===== config.mk =====
export PLATFORM = sky130hd
export DESIGN_NAME = timed_work_min_heap
export DESIGN_NICKNAME = d
export VERILOG_FILES = /design/src/hdl/twmh_pkg.sv /design/src/hdl/twmh_ram.sv /design/src/hdl/twmh_seq.sv /design/src/hdl/timed_work_min_heap.sv
export SDC_FILE = /design/constraint.sdc
export NUM_CORES = 2
export LEC_CHECK = 0
export BUFFER_PORTS_ARGS = -buffer_cell sky130_fd_sc_hd__buf_2
export CAP_MARGIN = 40
export CORE_MARGIN = 3
export CORE_UTILIZATION = 35
export CTS_CLUSTER_DIAMETER = 200
export CTS_CLUSTER_SIZE = 40
export DETAILED_ROUTE_END_ITERATION = 8
export SLEW_MARGIN = 15
export SYNTH_ARGS = -nofsm -noshare
export SYNTH_HDL_FRONTEND = slang
export SYNTH_HIERARCHICAL = 1
export SYNTH_SLANG_ARGS = --single-unit

===== constraint.sdc =====
create_clock -name clk -period 8.25 [get_ports clk]
set_input_delay 1.65 -clock clk [delete_from_list [all_inputs] [get_ports clk]]
set_output_delay 1.65 -clock clk [all_outputs]
set_load 0.005 [all_outputs]

===== src/hdl/twmh_pkg.sv =====
// Shared types and constants for the timed work min-heap.
// Holds the word formats of both channels, command and status codes.
// No dependencies.
package twmh_pkg;

	localparam int ID_BITS   = 8;
	localparam int TIME_BITS = 32;
	localparam int CNT_W     = 5;
	localparam int CMD_W     = 2;
	localparam int STAT_W    = 2;

	localparam logic [CNT_W-1:0] CAP_RESET = CNT_W'(16);

	localparam logic [CMD_W-1:0] CMD_SCHED    = 2'd0;
	localparam logic [CMD_W-1:0] CMD_CANCEL   = 2'd1;
	localparam logic [CMD_W-1:0] CMD_DISPATCH = 2'd2;

	localparam logic [STAT_W-1:0] ST_OK   = 2'd0;
	localparam logic [STAT_W-1:0] ST_FULL = 2'd1;
	localparam logic [STAT_W-1:0] ST_MISS = 2'd2;
	localparam logic [STAT_W-1:0] ST_WAIT = 2'd3;

	typedef struct packed {
		logic [CMD_W-1:0]     command;
		logic [ID_BITS-1:0]   item_id;
		logic [TIME_BITS-1:0] due_time;
		logic [TIME_BITS-1:0] now_tick;
	} in_word_t;

	typedef struct packed {
		logic [STAT_W-1:0]    status;
		logic [ID_BITS-1:0]   out_id;
		logic [TIME_BITS-1:0] out_time;
		logic [CNT_W-1:0]     count;
	} out_word_t;

	typedef struct packed {
		logic [ID_BITS-1:0]   id;
		logic [TIME_BITS-1:0] tm;
	} entry_t;

endpackage


===== src/hdl/twmh_ram.sv =====
// Heap entry store: one write port, one read port with registered data.
// Depends on twmh_pkg.
module twmh_ram #(
	parameter int DEPTH = 16,
	parameter int AW    = 4
) (
	input  logic              clk,
	input  logic              we,
	input  logic [AW-1:0]     waddr,
	input  twmh_pkg::entry_t  wdata,
	input  logic [AW-1:0]     raddr,
	output twmh_pkg::entry_t  rdata
);
	import twmh_pkg::*;

	entry_t mem_q [DEPTH];

	always_ff @(posedge clk) begin
		if (we) begin
			mem_q[waddr] <= wdata;
		end
		rdata <= mem_q[raddr];
	end

endmodule


===== src/hdl/twmh_seq.sv =====
// Heap sequencer: scan, move, append and sift-down over the entry store.
// Depends on twmh_pkg and twmh_ram.
module twmh_seq #(
	parameter int QUEUE_DEPTH = 16
) (
	input  logic                        clk,
	input  logic                        arst_n,
	input  logic                        start,
	input  twmh_pkg::in_word_t          req,
	input  logic [twmh_pkg::CNT_W-1:0]  usable,
	output logic                        busy,
	output logic                        res_valid,
	input  logic                        res_take,
	output twmh_pkg::out_word_t         res
);
	import twmh_pkg::*;

	localparam int AW = $clog2(QUEUE_DEPTH);

	typedef enum logic [3:0] {
		S_IDLE, S_SCAN_RD, S_SCAN_CK, S_HEAD_RD, S_HEAD_CK, S_MV_RD, S_MV_WR,
		S_SCHED, S_REB, S_SD_N, S_SD_L, S_SD_R, S_SD_C, S_SD_W2, S_DONE
	} state_t;

	state_t               state_q;
	in_word_t             req_q;
	logic [CNT_W-1:0]     held_q, idx_q, node_q, reb_q, best_q;
	logic                 appended_q;
	entry_t               node_ent_q, lft_ent_q;
	logic [STAT_W-1:0]    status_q;
	logic [ID_BITS-1:0]   oid_q;
	logic [TIME_BITS-1:0] otime_q;

	logic             we;
	logic [AW-1:0]    waddr, raddr;
	entry_t           wdata, rdata;
	logic [CNT_W:0]   l_w, r_w;
	logic             l_ok, r_ok;
	logic [CNT_W-1:0] best_idx;
	entry_t           best_ent;
	logic             full;
	logic [CNT_W-1:0] held_dec, held_inc;

	twmh_ram #(.DEPTH(QUEUE_DEPTH), .AW(AW)) u_ram (
		.clk   (clk),
		.we    (we),
		.waddr (waddr),
		.wdata (wdata),
		.raddr (raddr),
		.rdata (rdata)
	);

	assign l_w      = {node_q, 1'b1};
	assign r_w      = l_w + (CNT_W+1)'(1);
	assign l_ok     = l_w < {1'b0, held_q};
	assign r_ok     = r_w < {1'b0, held_q};
	assign full     = held_q >= usable;
	assign held_dec = held_q - CNT_W'(1);
	assign held_inc = held_q + CNT_W'(1);

	// smaller child wins, left wins ties, parent stays unless strictly larger
	always_comb begin
		best_idx = node_q;
		best_ent = node_ent_q;
		if (l_ok) begin
			if (lft_ent_q.tm < best_ent.tm) begin
				best_idx = CNT_W'(l_w);
				best_ent = lft_ent_q;
			end
		end
		if (r_ok) begin
			if (rdata.tm < best_ent.tm) begin
				best_idx = CNT_W'(r_w);
				best_ent = rdata;
			end
		end
	end

	always_comb begin
		raddr = '0;
		we    = 1'b0;
		waddr = '0;
		wdata = rdata;
		unique case (state_q)
			S_SCAN_RD: raddr = AW'(idx_q);
			S_MV_RD:   raddr = AW'(held_dec);
			S_SD_N:    raddr = AW'(node_q);
			S_SD_L:    raddr = AW'(l_w);
			S_SD_R:    raddr = AW'(r_w);
			S_MV_WR: begin
				we    = 1'b1;
				waddr = AW'(idx_q);
				wdata = rdata;
			end
			S_SCHED: begin
				we    = !full;
				waddr = AW'(held_q);
				wdata = '{id: req_q.item_id, tm: req_q.due_time};
			end
			S_SD_C: begin
				we    = best_idx != node_q;
				waddr = AW'(node_q);
				wdata = best_ent;
			end
			S_SD_W2: begin
				we    = 1'b1;
				waddr = AW'(best_q);
				wdata = node_ent_q;
			end
			default: ;
		endcase
	end

	always_ff @(posedge clk or negedge arst_n) begin
		if (!arst_n) begin
			state_q    <= S_IDLE;
			held_q     <= '0;
			req_q      <= '0;
			idx_q      <= '0;
			node_q     <= '0;
			reb_q      <= '0;
			best_q     <= '0;
			appended_q <= 1'b0;
			node_ent_q <= '0;
			lft_ent_q  <= '0;
			status_q   <= ST_MISS;
			oid_q      <= '0;
			otime_q    <= '0;
		end else begin
			unique case (state_q)
				S_IDLE: begin
					if (start) begin
						req_q      <= req;
						status_q   <= ST_MISS;
						oid_q      <= '0;
						otime_q    <= '0;
						appended_q <= 1'b0;
						idx_q      <= '0;
						case (req.command)
							CMD_SCHED, CMD_CANCEL: state_q <= S_SCAN_RD;
							CMD_DISPATCH: state_q <= (held_q == '0) ? S_DONE : S_HEAD_RD;
							default: state_q <= S_DONE;
						endcase
					end
				end
				S_SCAN_RD: begin
					if (idx_q >= held_q) begin
						state_q <= (req_q.command == CMD_SCHED) ? S_SCHED : S_DONE;
					end else begin
						state_q <= S_SCAN_CK;
					end
				end
				S_SCAN_CK: begin
					if (rdata.id == req_q.item_id) begin
						status_q <= ST_OK;
						state_q  <= S_MV_RD;
					end else begin
						idx_q   <= idx_q + CNT_W'(1);
						state_q <= S_SCAN_RD;
					end
				end
				S_HEAD_RD: state_q <= S_HEAD_CK;
				S_HEAD_CK: begin
					otime_q <= rdata.tm;
					if (rdata.tm > req_q.now_tick) begin
						status_q <= ST_WAIT;
						state_q  <= S_DONE;
					end else begin
						status_q <= ST_OK;
						oid_q    <= rdata.id;
						idx_q    <= '0;
						state_q  <= S_MV_RD;
					end
				end
				S_MV_RD: state_q <= S_MV_WR;
				S_MV_WR: begin
					held_q  <= held_dec;
					reb_q   <= held_dec >> 1;
					state_q <= S_REB;
				end
				S_SCHED: begin
					if (full) begin
						status_q <= ST_FULL;
						state_q  <= S_DONE;
					end else begin
						held_q     <= held_inc;
						reb_q      <= held_inc >> 1;
						appended_q <= 1'b1;
						status_q   <= ST_OK;
						state_q    <= S_REB;
					end
				end
				S_REB: begin
					if (reb_q == '0) begin
						if (req_q.command == CMD_SCHED && !appended_q) begin
							state_q <= S_SCHED;
						end else begin
							state_q <= S_DONE;
						end
					end else begin
						reb_q   <= reb_q - CNT_W'(1);
						node_q  <= reb_q - CNT_W'(1);
						state_q <= S_SD_N;
					end
				end
				S_SD_N: state_q <= S_SD_L;
				S_SD_L: begin
					node_ent_q <= rdata;
					state_q    <= S_SD_R;
				end
				S_SD_R: begin
					lft_ent_q <= rdata;
					state_q   <= S_SD_C;
				end
				S_SD_C: begin
					if (best_idx != node_q) begin
						best_q  <= best_idx;
						state_q <= S_SD_W2;
					end else begin
						state_q <= S_REB;
					end
				end
				S_SD_W2: begin
					node_q  <= best_q;
					state_q <= S_SD_N;
				end
				S_DONE: begin
					if (res_take) begin
						state_q <= S_IDLE;
					end
				end
				default: state_q <= S_IDLE;
			endcase
		end
	end

	assign busy       = state_q != S_IDLE;
	assign res_valid  = state_q == S_DONE;
	assign res.status   = status_q;
	assign res.out_id   = oid_q;
	assign res.out_time = otime_q;
	assign res.count    = held_q;

endmodule


===== src/hdl/timed_work_min_heap.sv =====
// Top level of the timed work min-heap: capacity register, input capture,
// output word register. Depends on twmh_pkg and twmh_seq.
//
//  channel  | handshake             | word
//  ---------+-----------------------+-------------------------------
//  in       | in_valid / in_stall   | in_word  (command, id, times)
//  out      | out_valid / out_stall | out_word (status, id, time, count)
//  cfg      | cfg_we                | cfg_data (capacity)
//
// One word at a time. The shortest word is an empty dispatch or an unknown
// command; the worst case at N = 15 is a reschedule of the last held id
// (id scan, move, two rebuilds of node checks and sift swaps), and the
// single read port of the entry store sets the pace. in_stall stays high
// while a word is worked on.
// A finished result waits in the output register, so the next word can
// start while out_stall holds the previous one. Reset clears the count and sets
// the capacity back to 16; entry contents need no clearing.
module timed_work_min_heap #(
	parameter int QUEUE_DEPTH = 16
) (
	input  logic                        clk,
	input  logic                        arst_n,
	input  logic                        in_valid,
	output logic                        in_stall,
	input  twmh_pkg::in_word_t          in_word,
	output logic                        out_valid,
	input  logic                        out_stall,
	output twmh_pkg::out_word_t         out_word,
	input  logic                        cfg_we,
	input  logic [twmh_pkg::CNT_W-1:0]  cfg_data
);
	import twmh_pkg::*;

	logic [CNT_W-1:0] capacity_q;
	logic [8:0]       cap_w;
	logic [CNT_W-1:0] usable;
	logic             busy, start;
	logic             res_valid, res_take;
	out_word_t        res;
	logic             out_valid_q;
	out_word_t        out_word_q;

	// hold the capacity register; the user must write it only while idle, the block does not enforce this
	always_ff @(posedge clk or negedge arst_n) begin
		if (!arst_n) begin
			capacity_q <= CAP_RESET;
		end else if (cfg_we) begin
			capacity_q <= cfg_data;
		end
	end

	// clamp to the store depth, keep one slot in reserve
	always_comb begin
		cap_w = {4'b0, capacity_q};
		if (cap_w > 9'(QUEUE_DEPTH)) begin
			cap_w = 9'(QUEUE_DEPTH);
		end
		usable = (cap_w == '0) ? '0 : CNT_W'(cap_w - 9'd1);
	end

	assign in_stall = busy;
	assign start    = in_valid && !busy;

	twmh_seq #(.QUEUE_DEPTH(QUEUE_DEPTH)) u_seq (
		.clk       (clk),
		.arst_n    (arst_n),
		.start     (start),
		.req       (in_word),
		.usable    (usable),
		.busy      (busy),
		.res_valid (res_valid),
		.res_take  (res_take),
		.res       (res)
	);

	// advance the result into the output register once it is free
	assign res_take = res_valid && (!out_valid_q || !out_stall);

	always_ff @(posedge clk or negedge arst_n) begin
		if (!arst_n) begin
			out_valid_q <= 1'b0;
			out_word_q  <= '0;
		end else if (res_take) begin
			out_valid_q <= 1'b1;
			out_word_q  <= res;
		end else if (!out_stall) begin
			out_valid_q <= 1'b0;
		end
	end

	assign out_valid = out_valid_q;
	assign out_word  = out_word_q;

endmodule


After elaboration in Yosys (flattened, before gate mapping)
Memory sizes are Yosys's and may differ from the RTL's. A register that Yosys moved wholly into a read port is not among the register bits.
Cells that the tools add are included.
{ "totals": {"mem_bits_rw": 640, "ff_bits": 279, "latch_bits": 0, "wordCells": 155, "inputBits": 84, "output_inout_bits": 49, "mem_bits_ro": 0, "memories": 1} }
{ "memory_table": {"columns": ["name", "words", "width", "rd", "rd_clocked_by_memory_dff", "wr", "line_no", "source"], "rows": [
  ["u_seq.u_ram.mem_q", 16, 40, 1, 1, 1, "twmh_ram.sv:16", "entry_t mem_q [DEPTH];"]
]} }
{ "classes": {"n_mux": 54, "n_addsub": 6, "n_div": 0, "mul": 0, "bitwise_logic": 0, "reduce_logical": 36, "n_eq_ne": 26, "shifts": 0, "magnitude_cmp": 8} }
{ "ops": {"columns": ["operator", "n"], "rows": [
  ["$mux 40", 4],
  ["$pmux 40 s3", 1],
  ["$lt 32x32->1", 2],
  ["$pmux 32 s2", 1],
  ["$mux 5", 12],
  ["$pmux 4 s15", 1],
  ["$gt 32x32->1", 1],
  ["$mux 32", 1],
  ["$mux 4", 8],
  ["$pmux 5 s3", 2],
  ["$eq 4x4->1 const B", 7],
  ["$pmux 4 s5", 1],
  ["$pmux 5 s2", 2],
  ["$eq 4x3->1 const B", 4],
  ["$mux 8", 2],
  ["$pmux 4 s4", 1],
  ["$pmux 8 s2", 1],
  ["$sub 5x1->5 const B", 3],
  ["$lt 6x5->1", 2],
  ["$reduce_and 2->1", 6],
  ["$reduce_and 3->1", 4],
  ["$add 5x1->5 const B", 2],
  ["$ge 5x5->1", 2],
  ["$logic_not 5->1", 2],
  ["28 further kinds", 58]
]} }

Depth between registers and ports, before layout
{ "depth": {"word_depth": 10, "ltp_mapped": 23, "depth_no_buf": 21} }

Modules after synthesis
The synthesis kept the hierarchy.
{ "by_module_without_submodules": {"columns": ["module", "cells_each", "instances", "seq_area_each_um2", "area_per_inst_um2"], "rows": [
  ["twmh_ram", 1040, 1, 20019.2, 25131.6],
  ["twmh_seq", 1389, 1, 5656.7, 13513.0],
  ["timed_work_min_heap", 124, 1, 1327.5, 2144.6]
]} }

Worst setup path before layout
Ideal clock, no wire load.
{ "synth_path": {"kind": "register -> register", "startpoint": "reg u_seq/node_ent_q[23] (netlist name)", "endpoint": "mem u_seq/u_ram/mem_q[0][0] (netlist name) (enable)", "arrival_time_ns": 7.797, "path_stages_with_launch": 22, "setup_time_ns": 0.487, "n_path_buf": 1, "synth_period_minus_slack_ns": 8.284, "setup_slack_ns": -0.034, "required_time_ns": 7.763, "path_cell_list": "dfrtp_1 > inv_1 > ha_1 > a21oi_1 > o21ai_0 > a2111oi_0 > nand3_1 > nor2_4 > clkbuf_1 > mux2i_1 > ha_1 > a211oi_1 > o21bai_1 > a21o_1 > a21oi_1 > o221ai_1 > a2111o_1 > a31oi_2 > o21ai_4 > nand2_1 > or3b_2 > nor3_1"} }
{ "synth_between": {"elab_chain_len": 10, "elab_cells_between_ends": 12, "cone_classes": "2 x order compare; 1 x eq/ne; 9 x mux"} }
{ "synth_rtl": {"columns": ["element", "line_no", "source"], "rows": [
  ["start, declared", "twmh_seq.sv:29", "entry_t node_ent_q, lft_ent_q;"],
  ["start signal, assigned", "twmh_seq.sv:208", "node_ent_q <= rdata;"],
  ["$lt 32x32->1", "twmh_seq.sv:66", "if (lft_ent_q.tm < best_ent.tm) begin"],
  ["$mux 40", "twmh_seq.sv:66", null],
  ["$mux 40", "twmh_seq.sv:65", "if (l_ok) begin"],
  ["$lt 32x32->1", "twmh_seq.sv:72", "if (rdata.tm < best_ent.tm) begin"],
  ["$mux 5", "twmh_seq.sv:72", null],
  ["$mux 5 *", "twmh_seq.sv:71", "if (r_ok) begin"],
  ["$ne 5x5->1 *", "twmh_seq.sv:101", "we = best_idx != node_q;"],
  ["$pmux 1 s3 *", "twmh_seq.sv:84", "unique case (state_q)"],
  ["via u_seq.we", "twmh_seq.sv:34", "logic we;"],
  ["$mux 1 *", "twmh_ram.sv:19", "if (we) begin"],
  ["$mux 1 (not written as such) *", "twmh_ram.sv:20", "mem_q[waddr] <= wdata;"],
  ["end, declared", "twmh_ram.sv:16", null]
]} }
Mark *: on every way through the listed nets, which the timed path passes. The rest lies on a longest branch.

Worst setup path in the final report
{ "layout_path": {"startpoint": "reg u_seq/node_ent_q[21] (netlist name)", "endpoint": "mem u_seq/u_ram/mem_q[2][3] (netlist name) (enable)"} }
Same word-level chain as after synthesis.

==> impl_metrics.tcl <==
set metrics [dict create \
    worstPathMaxFanout 24 \
    end_kind "flop" \
    dp_worst_setup_slack_ps 829 \
    grt_max_degree 148 \
    insertion_delay_ps 670 \
    synth_common_cells "edfxtp_1 (640), dfrtp_1 (277), nand2_1 (167)" \
    synth_area_um2 40800 \
    ir_worst_vdd_mv 0.272 \
    drt-initial-drc-count 2250 \
    syn-num-nets 2756 \
    grt_usage_pct 16.4 \
    synth_seq_area_share_pct 66.2 \
    drc 0 \
    antenna_found_initial 3 \
    port_buffers 132 \
    gp_congestion 0.819 \
    fin_crit_sh_pct 89.5 \
    p_per_area_nw_per_um2 370 \
    netlist_instances 2553 \
    clkTransAtPathRegs_ps 140 \
    diodes 0 \
    fin_nets 2888 \
    ioPinCount 133 \
    skew_ps 58.7 \
    drv_cap 0 \
    synth_seq_cells 959 \
    arrival_ps 7750 \
    die_h_um 347 \
    slew_violations 0 \
    die_area_um2 121000 \
    grt_pass1_vias 22600 \
    synth-edff-count 640 \
    place_hpwl_mm 67.0 \
    yosysMostFrequentCell "edfxtp_1" \
    cts_root_buf "clkbuf_16" \
    synthDominantCellAreaShare_pct 47.1 \
    clock_path_buffers 3 \
    final.setup.tns_ps 0 \
    postRouteAntennaNets 0 \
    worst_pin_slew_ps 979 \
    syn_area_per_cell_um2 16.0 \
    relSlewSlack_pct 34.7 \
    r2r_slack_ps 870 \
    postCtsSetupBuffers 0 \
    synth_area_leaders "edfxtp_1 (47%), dfrtp_1 (17%), mux4_2 (5.5%), mux4_1 (3.9%), ha_1 (3.7%)" \
    drt-total-wl_mm 101 \
    ctsResizeCount 0 \
    fp.dieW_um 347 \
    min_period_ps 7380 \
    drtPass1Iterations 7 \
    max_freq_mhz 135 \
    num_vias 22800 \
    critPathRequiredTime_ps 8620 \
    ys_async_sr_fraction_pct 29.1 \
    hp-class "flop to flop" \
    cts_sinks 959 \
    hold_viol 0 \
    setup_slack_ps 870 \
    rows 124 \
    yosysWarnings 6 \
    initial_utilization_pct 35.5 \
    status "completed" \
    rsz0062_at_grt "no" \
    area_delta_synth_final_pct 9.46 \
    synth_cell_types 74 \
    ys.flop_type "edfxtp_1" \
    numCtsBuffers 28 \
    layout-drive-gt1-share_pct 20.2 \
    critical_path_class "flop to flop" \
    grt_overflow 0 \
    cts_hold_buf 0 \
    routed_via_density 5.41 \
    h-tree-depth 1 \
    routedWlPerCell_um 24.0 \
    grt_first_pass_wirelength_mm 151 \
    synth_top_area_cell "edfxtp_1" \
    leakagePower_nw 16.1 \
    core_um2 115000 \
    cp-start-kind "flop" \
    tritoncts "yes" \
    setup_violations 0 \
]
-- cells by family (layout without fill, tap and decap cells) --
| kind of cell | Yosys count | in the layout | synth area share [%] |
|---|---|---|---|
| simple gates | 385 | 385 | 4.35 |
| flops | 959 | 959 | 66.2 |
| fa+ha+maj | 119 | 119 | 3.65 |
| mux | 338 | 338 | 14.3 |
| xor+xnor | 26 | 26 | 0.558 |
| buf+inv | 251 | 405 | 3.01 |
| other cells | 1 | 1 | 0.00919 |
| compound gates | 474 | 474 | 7.88 |
-- per-stage QoR --
stage               cell area (µm²)  cells  hold slack (ps)  total power [mW]  utilization [%]
floorplan                     40800   2553              433              12.0                -
global placement              43300   4120              455              14.3             37.7
detailed placement            43700   4165              473              14.6             38.0
CTS                           44600   4217              505              16.6             38.8
global route                  44600   4219              536              17.6             38.8
finish                        44600   4219              506              16.5             38.8
-- final timing paths --
path	to	cells past startpoint	from
min reg2reg	u_seq/lft_ent_q[35]	2	u_seq/lft_ent_q[35]
min	u_seq/lft_ent_q[35]	2	u_seq/lft_ent_q[35]
max reg2reg	u_seq/u_ram/mem_q[2][3]	22	u_seq/node_ent_q[21]
min in group asynchronous	u_seq/otime_q[24]	1	arst_n
max in group asynchronous	u_seq/req_q[2]	2	arst_n
max	u_seq/u_ram/mem_q[2][3]	22	u_seq/node_ent_q[21]
-- routing by layer --
layer	up-vias	share of wire (%)	track usage [%]
met4	4	2.3	3.83
met1	11800	44	23.4
met3	93	6.9	2.90
met2	704	46	26.2
li1	10200	-	-
met5	-	0.11	0.549
-- sequential cells by signal, indices dropped and copies added, names as in the netlist --
register and count:
u_seq/u_ram/mem_q 640, u_seq/req_q 74, out_word 47, u_seq/lft_ent_q 40, u_seq/node_ent_q 40, u_seq/u_ram/rdata 40, u_seq/otime_q 32, u_seq/oid_q 8
capacity_q 5, u_seq/best_q 5, u_seq/held_q 5, u_seq/idx_q 5, u_seq/node_q 5, u_seq/reb_q 5, u_seq/state_q 4, u_seq/status_q 2
out_valid 1, u_seq/appended_q 1
-- critical path, stage by stage (launching register included) --
cell	delay, ps
dfrtp_1	390
inv_1	60
ha_1	320
a21oi_1	170
o21ai_0	180
a2111oi_0	560
nand3_1	260
nor2_4	570
buf_4	420
mux2i_1	270
ha_1	270
a21o_1	160
a21oi_1	160
o22ai_1	90
nor2_1	200
o221ai_1	250
a2111o_1	540
a31oi_2	400
o21ai_4	140
nand2_1	190
or3b_2	600
nor2_4	550
buf_12	290
-- placed cells by master (no fill, tap or decap), drive strengths merged, types with 19 or more instances in the layout --
cell    count
clkbuf     50
o221ai     41
a21oi      45
o21ai     154
nand2b     20
dfrtp     277
buf       233
nand2     167
nor2       60
mux2      135
nand3      61
inv       120
mux2i      43
ha        119
nor3       19
dfxtp      40
edfxtp    640
mux4      160
a21o       22
a22oi     130
-- final cells by class --
class / instances / area, µm²
fill: 10600 / 70300
sequential: 959 / 27000
multi-input combinational: 1343 / 12800
tap: 1512 / 1890
timing repair buffer: 233 / 1680
clock buffer: 50 / 805
inverter: 120 / 450
clock inverter: 2 / 46.3
-- report_power, final --
part           switching, mW  internal (mW)  total (mW)
logic                   4.08           2.87        6.95
registers              0.835           6.66        7.50
clock network           1.39          0.686        2.08
total                   6.31           10.2        16.5
(Power assumes the default switching activity.)
